File: src/rtl/b64d_pkg.sv
// ----------------------------------------------------------------------------
// b64d_pkg
// types, constants and the character table of the base64 decoder
// ----------------------------------------------------------------------------
package b64d_pkg;

	localparam int CMDQ_DEPTH = 4;
	localparam int CMDQ_AW    = $clog2(CMDQ_DEPTH);
	localparam int CMDQ_CW    = $clog2(CMDQ_DEPTH + 1);

	localparam logic [7:0] CHAR_SPACE = 8'h20;
	localparam logic [7:0] CHAR_TAB   = 8'h09;
	localparam logic [7:0] CHAR_CR    = 8'h0d;
	localparam logic [7:0] CHAR_PAD   = 8'h3d;
	localparam logic [6:0] CHAR_PLUS  = 7'h2b;
	localparam logic [6:0] CHAR_MINUS = 7'h2d;
	localparam logic [6:0] CHAR_SLASH = 7'h2f;
	localparam logic [6:0] CHAR_UNDER = 7'h5f;
	localparam logic [6:0] CHAR_UA    = 7'h41;
	localparam logic [6:0] CHAR_UZ    = 7'h5a;
	localparam logic [6:0] CHAR_LA    = 7'h61;
	localparam logic [6:0] CHAR_LZ    = 7'h7a;
	localparam logic [6:0] CHAR_D0    = 7'h30;
	localparam logic [6:0] CHAR_D9    = 7'h39;

	localparam logic [5:0] SEXT_62 = 6'd62;
	localparam logic [5:0] SEXT_63 = 6'd63;

	typedef enum logic [1:0] {
		KIND_SKIP,
		KIND_PAD,
		KIND_BAD,
		KIND_DATA
	} kind_t;

	typedef struct packed {
		kind_t      kind;
		logic [5:0] sextet;
		logic       last;
	} cmd_t;

	typedef struct packed {
		logic [7:0] data_byte;
		logic       has_byte;
		logic       end_of_message;
		logic       bad_input;
	} res_t;

	typedef struct packed {
		logic       ok;
		logic [5:0] val;
	} sext_t;

	function automatic sext_t sextet_of(input logic [6:0] c);
		sext_t r;
		r.ok  = 1'b1;
		r.val = '0;
		if (c >= CHAR_UA && c <= CHAR_UZ) begin
			r.val = 6'(c - CHAR_UA);
		end else if (c >= CHAR_LA && c <= CHAR_LZ) begin
			r.val = 6'(c - CHAR_LA + 7'd26);
		end else if (c >= CHAR_D0 && c <= CHAR_D9) begin
			r.val = 6'(c - CHAR_D0 + 7'd52);
		end else if (c == CHAR_PLUS || c == CHAR_MINUS) begin
			r.val = SEXT_62;
		end else if (c == CHAR_SLASH || c == CHAR_UNDER) begin
			r.val = SEXT_63;
		end else begin
			r.ok = 1'b0;
		end
		return r;
	endfunction

endpackage

File: src/rtl/b64d_front.sv
// ----------------------------------------------------------------------------
// b64d_front
// accepts characters and sorts them into skip, padding, bad and data items
// ----------------------------------------------------------------------------
module b64d_front import b64d_pkg::*; (
	input  logic       push,
	output logic       full,
	input  logic [7:0] char_in,
	input  logic       last_char,
	output logic       cmd_push,
	output cmd_t       cmd,
	input  logic       cmd_full
);

	sext_t lut;

	assign lut      = sextet_of(char_in[6:0]);
	assign full     = cmd_full;
	assign cmd_push = push && !cmd_full;

	always_comb begin
		cmd.last   = last_char;
		cmd.sextet = lut.val;
		if (char_in == CHAR_SPACE || (char_in >= CHAR_TAB && char_in <= CHAR_CR)) begin
			cmd.kind = KIND_SKIP;
		end else if (char_in == CHAR_PAD) begin
			cmd.kind = KIND_PAD;
		end else if (char_in[7] || !lut.ok) begin
			cmd.kind = KIND_BAD;
		end else begin
			cmd.kind = KIND_DATA;
		end
	end

endmodule

File: src/rtl/b64d_cmdq.sv
// ----------------------------------------------------------------------------
// b64d_cmdq
// short queue of classified items between front and back
// ----------------------------------------------------------------------------
module b64d_cmdq import b64d_pkg::*; (
	input  logic clk,
	input  logic arst_n,
	input  logic wr_en,
	input  cmd_t wr_cmd,
	output logic full,
	input  logic rd_en,
	output cmd_t rd_cmd,
	output logic empty
);

	cmd_t               mem_q [CMDQ_DEPTH];
	logic [CMDQ_AW-1:0] wr_ptr_q;
	logic [CMDQ_AW-1:0] rd_ptr_q;
	logic [CMDQ_CW-1:0] cnt_q;
	logic               do_wr;
	logic               do_rd;

	assign full   = cnt_q == CMDQ_CW'(CMDQ_DEPTH);
	assign empty  = cnt_q == '0;
	assign do_wr  = wr_en && !full;
	assign do_rd  = rd_en && !empty;
	assign rd_cmd = mem_q[rd_ptr_q];

	always_ff @(posedge clk) begin
		if (do_wr) begin
			mem_q[wr_ptr_q] <= wr_cmd;
		end
	end

	always_ff @(posedge clk or negedge arst_n) begin
		if (!arst_n) begin
			wr_ptr_q <= '0;
			rd_ptr_q <= '0;
			cnt_q    <= '0;
		end else begin
			if (do_wr) begin
				wr_ptr_q <= wr_ptr_q + 1'b1;
			end
			if (do_rd) begin
				rd_ptr_q <= rd_ptr_q + 1'b1;
			end
			if (do_wr && !do_rd) begin
				cnt_q <= cnt_q + 1'b1;
			end else if (do_rd && !do_wr) begin
				cnt_q <= cnt_q - 1'b1;
			end
		end
	end

endmodule

File: src/rtl/b64d_back.sv
// ----------------------------------------------------------------------------
// b64d_back
// bit gathering, byte emission, error and padding tracking, result queue
// ----------------------------------------------------------------------------
module b64d_back import b64d_pkg::*; (
	input  logic       clk,
	input  logic       arst_n,
	input  cmd_t       cmd,
	input  logic       cmd_empty,
	output logic       cmd_pop,
	output logic       empty,
	input  logic       pop,
	output logic [7:0] data_byte,
	output logic       has_byte,
	output logic       end_of_message,
	output logic       bad_input
);

	logic [5:0]  bits_q;
	logic [2:0]  cnt_q;
	logic        err_q;
	logic        pad_q;
	res_t        res_q [2];
	logic        rq_wr_q;
	logic        rq_rd_q;
	logic [1:0]  rq_cnt_q;

	logic [5:0]  bits_n;
	logic [2:0]  cnt_n;
	logic        err_n;
	logic        pad_n;
	logic        got;
	logic [7:0]  byte_v;
	logic [11:0] total;
	logic        emit;
	logic        do_pop;
	res_t        res_n;
	res_t        head;

	assign cmd_pop = !cmd_empty && rq_cnt_q != 2'd2;
	assign total   = {bits_q, cmd.sextet};
	assign emit    = cmd_pop && (got || cmd.last);
	assign empty   = rq_cnt_q == 2'd0;
	assign do_pop  = pop && !empty;

	always_comb begin
		bits_n = bits_q;
		cnt_n  = cnt_q;
		err_n  = err_q;
		pad_n  = pad_q;
		got    = 1'b0;
		byte_v = '0;
		case (cmd.kind)
			KIND_SKIP: begin
			end
			KIND_PAD: begin
				pad_n = 1'b1;
			end
			KIND_BAD: begin
				err_n = 1'b1;
			end
			KIND_DATA: begin
				if (pad_q) begin
					err_n = 1'b1;
				end else begin
					case (cnt_q)
						3'd0: begin
							bits_n = cmd.sextet;
							cnt_n  = 3'd6;
						end
						3'd2: begin
							byte_v = total[7:0];
							bits_n = '0;
							cnt_n  = 3'd0;
							got    = 1'b1;
						end
						3'd4: begin
							byte_v = total[9:2];
							bits_n = {4'b0, total[1:0]};
							cnt_n  = 3'd2;
							got    = 1'b1;
						end
						3'd6: begin
							byte_v = total[11:4];
							bits_n = {2'b0, total[3:0]};
							cnt_n  = 3'd4;
							got    = 1'b1;
						end
						default: begin
						end
					endcase
				end
			end
			default: begin
			end
		endcase
		res_n.data_byte      = byte_v;
		res_n.has_byte       = got;
		res_n.end_of_message = cmd.last;
		res_n.bad_input      = err_n;
	end

	always_ff @(posedge clk or negedge arst_n) begin
		if (!arst_n) begin
			bits_q <= '0;
			cnt_q  <= '0;
			err_q  <= 1'b0;
			pad_q  <= 1'b0;
		end else if (cmd_pop) begin
			if (cmd.last) begin
				bits_q <= '0;
				cnt_q  <= '0;
				err_q  <= 1'b0;
				pad_q  <= 1'b0;
			end else begin
				bits_q <= bits_n;
				cnt_q  <= cnt_n;
				err_q  <= err_n;
				pad_q  <= pad_n;
			end
		end
	end

	// result queue, two entries
	always_ff @(posedge clk) begin
		if (emit) begin
			res_q[rq_wr_q] <= res_n;
		end
	end

	always_ff @(posedge clk or negedge arst_n) begin
		if (!arst_n) begin
			rq_wr_q  <= 1'b0;
			rq_rd_q  <= 1'b0;
			rq_cnt_q <= '0;
		end else begin
			if (emit) begin
				rq_wr_q <= !rq_wr_q;
			end
			if (do_pop) begin
				rq_rd_q <= !rq_rd_q;
			end
			if (emit && !do_pop) begin
				rq_cnt_q <= rq_cnt_q + 1'b1;
			end else if (do_pop && !emit) begin
				rq_cnt_q <= rq_cnt_q - 1'b1;
			end
		end
	end

	assign head           = res_q[rq_rd_q];
	assign data_byte      = head.data_byte;
	assign has_byte       = head.has_byte;
	assign end_of_message = head.end_of_message;
	assign bad_input      = head.bad_input;

endmodule

File: src/rtl/base64_decoder.sv
// ----------------------------------------------------------------------------
// base64_decoder
// streaming base64 decoder, one character per item, both alphabets
// ----------------------------------------------------------------------------
//  channel  | handshake        | payload
//  ---------+------------------+--------------------------------------------
//  input    | push / full      | char_in[7:0], last_char
//  result   | empty / pop      | data_byte[7:0], has_byte, end_of_message,
//           |                  | bad_input
//
//  one item per cycle sustained while results are popped; the table lookup is
//  done as the item is accepted into the command queue, the bit gathering as
//  the back takes it from that queue, and the result is registered in the
//  result queue, whose head shows on the ports until it is popped
//  a four-item command queue parts front and back, a two-entry result
//  queue holds results while pop is low; with that queue full the back
//  stops and full rises once the command queue fills
//  reset clears both queues and all decoder state at once
// ----------------------------------------------------------------------------
module base64_decoder import b64d_pkg::*; (
	input  logic       clk,
	input  logic       arst_n,
	input  logic       push,
	output logic       full,
	input  logic [7:0] char_in,
	input  logic       last_char,
	output logic       empty,
	input  logic       pop,
	output logic [7:0] data_byte,
	output logic       has_byte,
	output logic       end_of_message,
	output logic       bad_input
);

	logic cmd_push;
	cmd_t cmd_in;
	logic cmd_full;
	logic cmd_pop;
	cmd_t cmd_out;
	logic cmd_empty;

	b64d_front u_front (
		.push      (push),
		.full      (full),
		.char_in   (char_in),
		.last_char (last_char),
		.cmd_push  (cmd_push),
		.cmd       (cmd_in),
		.cmd_full  (cmd_full)
	);

	b64d_cmdq u_cmdq (
		.clk    (clk),
		.arst_n (arst_n),
		.wr_en  (cmd_push),
		.wr_cmd (cmd_in),
		.full   (cmd_full),
		.rd_en  (cmd_pop),
		.rd_cmd (cmd_out),
		.empty  (cmd_empty)
	);

	b64d_back u_back (
		.clk            (clk),
		.arst_n         (arst_n),
		.cmd            (cmd_out),
		.cmd_empty      (cmd_empty),
		.cmd_pop        (cmd_pop),
		.empty          (empty),
		.pop            (pop),
		.data_byte      (data_byte),
		.has_byte       (has_byte),
		.end_of_message (end_of_message),
		.bad_input      (bad_input)
	);

endmodule

File: config.mk
export PLATFORM = sky130hd
export DESIGN_NAME = base64_decoder
export DESIGN_NICKNAME = d
export VERILOG_FILES = /design/src/rtl/b64d_pkg.sv /design/src/rtl/b64d_front.sv /design/src/rtl/b64d_cmdq.sv /design/src/rtl/b64d_back.sv /design/src/rtl/base64_decoder.sv
export SDC_FILE = /design/constraint.sdc
export NUM_CORES = 1
export LEC_CHECK = 0
export ABC_CLOCK_PERIOD_IN_PS = 7900
export BUFFER_PORTS_ARGS = -buffer_cell sky130_fd_sc_hd__buf_2
export CAP_MARGIN = 15
export CORE_MARGIN = 8
export CORE_UTILIZATION = 51
export DETAILED_ROUTE_END_ITERATION = 8
export PLACE_DENSITY = 0.67
export SLEW_MARGIN = 15
export SYNTH_ARGS = -nofsm -noshare
export SYNTH_HDL_FRONTEND = slang
export SYNTH_SLANG_ARGS = --single-unit
export TNS_END_PERCENT = 100
File: constraint.sdc
create_clock -name clk -period 7.9 [get_ports clk]
set_input_delay 0.395 -clock clk [delete_from_list [all_inputs] [get_ports clk]]
set_output_delay 0.395 -clock clk [all_outputs]
set_load 0.01 [all_outputs]
==> qor.yml, run 1 <==
floorplan:
  rows: 32
  start_util_pct: 51.49
  core_mm2: 0.007567
  ios: 26
  dieArea_mm2: 0.01069
  die_x_um: 103.4
  die_h_um: 103.4
global_routing:
  grt_pass1_wl_um: 10870
  grt_antenna_before_repair: 0
  grt_use_total_pct: 13.28
  grt_max_degree: 22
  first_global_vias: 2273
  grt-ovfl-total: 0
setup_path:
  arrival_ns: 2.94
  path_buf_inv: 0
  worstPathMaxFanout: 11
  crit_family: "simple AND/OR/NAND/NOR gates"
  cp_slowest_cell: "nor2b_1"
  end_kind: "flip-flop"
  required_ns: 7.88
  critPathKind: "flip-flop to flip-flop"
  crit_path_start_kind: "flip-flop"
  slowest_delay_ns: 0.73
  worstPathCellList: "mux4_1 -> nand2_2 -> or3_1 -> o21ai_4 -> nor2b_1"
cts:
  postCtsSetupBuffers: 0
  postCtsResizedCells: 0
  insertion_delay_ns: 0.35
  ctsHoldBuffers: 0
  htreeDepth: 3
  cts_tree: "built"
  clock_path_buffers: 2
  cts.root.buffer_cell: "clkbuf_8"
  path_clk_slew_ns: 0.08
  numCtsBuffers: 9
  clock_sinks: 79
drt:
  drt_iter0_drc: 134
  drtAntennaViolNets: 0
  viasPerCell: 5.547
  wl_per_cell_um: 15.62
  vias: 2302
  wl_um: 6481
  post-route-drc-count: 0
  drt-pass1-iter-count: 5
logic_synthesis:
  ys_seq_area_share_pct: 58.19
  syn_area_mm2: 0.003896
  synth_edf_count: 58
  synthArstFlopShare_pct: 26.58
  synth_warnings: 0
  ys.flop_type: "edfxtp_1"
  syn-mean-instance-area_um2: 13.67
  netlist-cell-type-count: 50
  synthCells: 285
  synth_nets: 317
  yosys_register_bits: 79
power_and_ir_drop:
  clockPowerShare_pct: 17.4
  seqPwrFrac_pct: 45.6
  power_density_mw_per_mm2: 360.0
  power_leakage_uw: 0.001645
  pwr-share-comb_pct: 36.9
  vdd_drop_max_v: 0.0001038
  switching_share_pct: 35.33
  intPower_uw: 992.4
  p_sw_uw: 542.1
cells_and_area:
  antennaDiodeCount: 0
  regArea_mm2: 0.002267
  design_area_mm2: 0.004263
  multi_input_area_mm2: 0.001503
  drive_gt1_share_pct: 20.13
  fill_cells: 621
  syn2layout_area_growth_pct: 9.409
  final_net_count: 340
timing:
  slew_violations: 0
  finalHoldViolCount: 0
  worstMarginPinSlew_ns: 0.8829
  fin_skew_ns: 0.007689
  rsz0062_at_grt: "no"
  setup_violations: 0
  finalCritPeriodShare_pct: 37.49
  relSlewSlack_pct: 41.02
  fin_hold_ws_ns: 0.002046
  final.setup.tns_ns: 0
  min_period_ns: 2.961
  max_freq_mhz: 337.7
status:
  outcome: "completed"
hold_path:
  hold_class: "input port to asynchronous set/reset pin"
place:
  gp_congestion: 0.8537
  post-dp-hpwl_um: 4760
  portBuffers: 25
  placed_area_mm2: 0.004083
flow_run:
  maxCapViolCount: 0
## cells by family (layout without fill, tap and decap cells)
| logic type | Yosys count | count (layout) | synth area share, % |
|---|---|---|---|
| flip-flops | 79 | 79 | 58.19 |
| AO/OA/AOI/OAI | 51 | 51 | 10.21 |
| buffers and inverters | 29 | 57 | 3.243 |
| XOR/XNOR | 16 | 16 | 3.597 |
| multiplexers | 23 | 23 | 9.955 |
| adder cells (fa/ha/maj) | 19 | 19 | 6.294 |
| AND/OR/NAND/NOR | 68 | 68 | 8.511 |
## state kept, by name, summed over array words and instances (netlist names)
name / count
u_back.res_q: 22
u_back.rq_rd_q: 1
u_back.rq_cnt_q: 2
u_cmdq.wr_ptr_q: 2
u_cmdq.rd_ptr_q: 2
u_back.bits_q: 6
u_back.pad_q: 1
u_cmdq.mem_q: 36
u_back.cnt_q: 2
u_back.err_q: 1
u_cmdq.cnt_q: 3
u_back.rq_wr_q: 1
## cell type report
cell class	count	area share (%)
clock buffers	9	2.906
clock inverters	7	1.321
inverters	16	1.409
multi-input cells	177	35.25
flip-flops and latches	79	53.18
well taps	102	2.994
repair buffers	25	2.935
## layout by cell type, fill, tap and decap left out, drive strengths merged, types with 11 or more instances in the layout
master	count
xnor2	11
buf	25
nor2	21
nand2	16
inv	18
ha	18
edfxtp	58
mux2	12
a21oi	11
dfrtp	21
## worst reg2reg max path, cell delays in order, from the launching register on
cell and delay [ns]:
dfrtp_1 0.65, mux4_1 0.41, nand2_2 0.08, or3_1 0.49, o21ai_4 0.24, nor2b_1 0.73
## Yosys cell counts (2+ instances only)
library cell	count	area, um2
xnor2_1	11	96.34
inv_1	16	60.06
mux4_1	8	210.2
mux2_2	12	135.1
nor2_1	21	78.83
a21oi_1	11	55.05
or2_2	3	18.77
nor3_1	6	30.03
or3_1	3	18.77
edfxtp_1	58	1742
nor2b_1	3	18.77
o21ai_0	7	35.03
buf_6	2	22.52
dfrtp_1	21	525.5
ha_1	18	225.2
a32o_1	4	40.04
a2bb2oi_1	2	17.52
clkbuf_1	7	26.28
nand3b_1	2	15.01
nand3_1	3	15.01
o22ai_1	2	12.51
and2_1	6	37.54
mux2i_1	2	20.02
buf_1	2	7.510
nand2_1	15	56.30
xor2_1	5	43.79
a222oi_1	8	80.08
a22o_1	4	35.03
o211a_1	2	20.02
## stage by stage
stage	utilization (%)	setup WS, ns	std cells	total power [uW]
2_1_floorplan	-	5.389	285	1141
3_3_place_gp	53.95	4.944	399	1265
3_5_place_dp	53.95	4.857	399	1284
4_1_cts	56.33	4.860	415	1552
5_1_grt	56.33	4.684	415	1639
6_report	56.33	4.939	415	1534
## layer usage
metal  vias to the layer above  part of all wire, %  wire [um]  global-route usage (%)
met5                         -                    0          0                       0
met4                         0                  2.1        136                   7.341
met3                        12                  4.6        300                   2.008
met2                        59                   51       3301                   23.03
met1                      1109                   42       2743                   15.42
li1                       1122                    -          -                       -
## power groups by stage
| stage | Sequential [uW] | Combinational [uW] | Clock, uW |
|---|---|---|---|
| 6_report | 700 | 567 | 268 |
| 5_1_grt | 721 | 630 | 287 |
| 4_1_cts | 703 | 576 | 273 |
| 3_5_place_dp | 712 | 572 | 0 |
| 3_3_place_gp | 706 | 560 | 0 |
| 2_1_floorplan | 663 | 477 | 0 |
## worst paths after layout
path                               startpoint                  end  slack [ns]  depth (start not counted)
max                        u_cmdq.rd_ptr_q[0]  u_back.res_q[0][10]        4.94                          5
min                                    arst_n       u_back.rq_rd_q       0.002                          1
max reg2reg                u_cmdq.rd_ptr_q[0]  u_back.res_q[0][10]        4.94                          5
min reg2reg                    u_back.rq_wr_q       u_back.rq_wr_q        0.50                          1
max in group asynchronous              arst_n     u_back.bits_q[1]        7.55                          1
min in group clk                    last_char   u_cmdq.mem_q[0][0]        0.26                          1
Note: power is estimated with default switching activity, not from simulation.
==> run 2, diff against run 1 <==
Settings changed: ABC_AREA from default to 1, ABC_CLOCK_PERIOD_IN_PS 7900 to 2600, PLACE_DENSITY 0.67 to 0.69.
Clock period 7.9 ns to 2.6 ns, I/O delays scaled along.
==> qor.yml, run 2 <==
status:
  outcome: "completed"
logic_synthesis:
  synth_warnings: 0
  yosysTopAreaCell: "edfxtp_1"
  synth_most_common_cell: "nand2_1"
  yosys_register_bits: 79
  synthCells: 455
  ys.flop_type: "edfxtp_1"
  ys_seq_area_share_pct: 54.48
  synthArstFlopShare_pct: 26.58
  synth_common_cells: "142 x nand2_1, 58 x edfxtp_1, 50 x inv_1"
  syn-mean-instance-area_um2: 9.146
  synth_area_leaders: "edfxtp_1 42%, nand2_1 13%, dfrtp_1 13%, ha_1 5.4%, inv_1 4.5%"
  synth_nets: 487
  netlist-cell-type-count: 31
  yosysTopAreaCellShare_pct: 41.85
  synth_edf_count: 58
  syn_area_mm2: 0.004161
power_and_ir_drop:
  p_sw_uw: 2086
  switching_share_pct: 38.57
  vdd_drop_max_v: 0.0004336
  total_power_uw: 5409
  pwr-share-comb_pct: 41.8
  power_density_mw_per_mm2: 1160
  intPower_uw: 3323
  clockPowerShare_pct: 19.8
  power_leakage_uw: 0.002122
  seqPwrFrac_pct: 38.4
cells_and_area:
  syn2layout_area_growth_pct: 12.06
  multi_input_area_mm2: 0.001607
  final_net_count: 522
  fin_cells: 600
  antennaDiodeCount: 0
  fill_cells: 698
  largest_register_ffs: 36
  layout_common_cells: "142 x nand2_1, 58 x edfxtp_1, 50 x inv_1"
  design_area_mm2: 0.004663
  drive_gt1_share_pct: 14.34
  regArea_mm2: 0.002267
  layout_commonest_cell: "nand2_1"
  largest_register: "u_cmdq.mem_q"
  reg_top3: "u_cmdq.mem_q (36), u_back.res_q (22), u_back.bits_q (6)"
cts:
  cts.root.buffer_cell: "clkbuf_8"
  insertion_delay_ns: 0.34
  clock_path_buffers: 2
  htreeDepth: 3
  clock_sinks: 79
  postCtsResizedCells: 0
  path_clk_slew_ns: 0.08
  numCtsBuffers: 9
  postCtsSetupBuffers: 0
  cts_tree: "built"
global_routing:
  grtUsageMet1_pct: 15.04
  grt_max_degree: 22
  use_met3_pct: 2.480
  first_global_vias: 2841
  grtUsageMet2_pct: 25.25
  grt_pass1_wl_um: 12640
  grt-ovfl-total: 0
  grt_busiest_layer: "met2"
  grt_antenna_before_repair: 0
  grt_use_total_pct: 14.00
drt:
  drt_iter0_drc: 158
  drtAntennaViolNets: 0
  post-route-drc-count: 0
  drt-pass1-iter-count: 4
  wl_per_cell_um: 12.75
  vias: 2977
  viasPerCell: 4.962
  wl_um: 7649
timing:
  fin_hold_ws_ns: 0.01446
  fin_skew_ns: 0.006480
  max_freq_mhz: 450.3
  setup_violations: 0
  min_period_ns: 2.221
  finalCritPeriodShare_pct: 85.41
  worstMarginPinSlew_ns: 0.4817
  relSlewSlack_pct: 67.88
  final.setup.tns_ns: 0
  slew_violations: 0
  rsz0062_at_grt: "no"
  finalHoldViolCount: 0
setup_path:
  crit_path_start_kind: "flip-flop"
  critPathKind: "flip-flop to flip-flop"
  arrival_ns: 2.44
  worstPathMaxFanout: 11
  crit_family: "flip-flops"
  cp_slowest_cell: "dfrtp_1"
  slowest_delay_ns: 0.59
  path_buf_inv: 2
  required_ns: 2.82
  crit_path_frequent_cell: "inv_2"
  worstPathCellList: "inv_2 -> nand3_1 -> nand2_1 -> inv_2 -> nand3_2 -> o21ai_2 -> ha_1 -> a21oi_1 -> o21ai_0 -> xor2_1"
  end_kind: "flip-flop"
hold_path:
  hold_class: "input port to flip-flop"
place:
  post-dp-hpwl_um: 5855
  placed_area_mm2: 0.004414
  gp_congestion: 0.8731
  portBuffers: 25
  placedCellCount: 583
flow_run:
  maxCapViolCount: 0
floorplan:
  rows: 33
  start_util_pct: 51.69
  die_x_um: 106.3
  die_h_um: 106.3
  ios: 26
  dieArea_mm2: 0.01131
  core_mm2: 0.008051
run 2: worst paths after layout:
check | startpoint | to | slack, ns | cells past startpoint
min in group asynchronous | arst_n | u_cmdq.wr_ptr_q[1] | 0.28 | 2
worst min register to register | u_back.rq_wr_q | u_back.rq_wr_q | 0.48 | 2
worst max-delay path | u_cmdq.rd_ptr_q[1] | u_back.rq_cnt_q[1] | 0.38 | 10
worst min-delay path | last_char | u_cmdq.mem_q[1][0] | 0.01 | 1
worst max register to register | u_cmdq.rd_ptr_q[1] | u_back.rq_cnt_q[1] | 0.38 | 10
max in group asynchronous | arst_n | u_back.bits_q[0] | 1.99 | 2
run 2: timing repair:
item / 4_1_cts / 5_1_grt
setup endpoints to repair: 0 / 0
hold endpoints to repair: 21 / 0
hold buffers: 1 / 0
run 2: final cells by class:
cell class | instances | area share [%]
inverter | 60 | 5.125
timing repair buffer | 32 | 3.864
clock buffer | 13 | 3.193
clock inverter | 3 | 1.932
tap | 105 | 2.817
multi-input combinational | 308 | 34.45
sequential | 79 | 48.62
run 2: per-stage QoR:
step,setup slack [ns],util (%)
2_1_floorplan,0.5621,-
3_3_place_gp,0.4658,54.83
3_5_place_dp,0.3971,54.83
4_1_cts,0.3858,57.92
5_1_grt,0.1671,57.92
6_report,0.3792,57.92
run 2: routing by layer:
metal,vias to the layer above,wire (um)
met5,-,0
met3,16,364
li1,1543,-
met1,1340,3248
met4,0,220
met2,78,3815
run 2: cells by family (layout without fill, tap and decap cells):
family | after synthesis | after routing | synth area share (%)
and+or+nand+nor | 228 | 228 | 22.55
DFF | 79 | 79 | 54.48
buffers and inverters | 68 | 108 | 6.915
AOI/OAI and AO/OA | 44 | 44 | 6.524
adders and majority gates | 19 | 19 | 5.893
xor gates and xnor gates | 16 | 16 | 3.367
muxes | 1 | 1 | 0.2706
run 2: power groups by stage:
stage / registers (uW) / clock network [uW] / logic (uW)
5_1_grt: 2130 / 1140 / 2590
6_report: 2080 / 1070 / 2260
3_3_place_gp: 2100 / 0 / 2220
3_5_place_dp: 2110 / 0 / 2270
2_1_floorplan: 2020 / 0 / 1810
4_1_cts: 2080 / 1090 / 2290
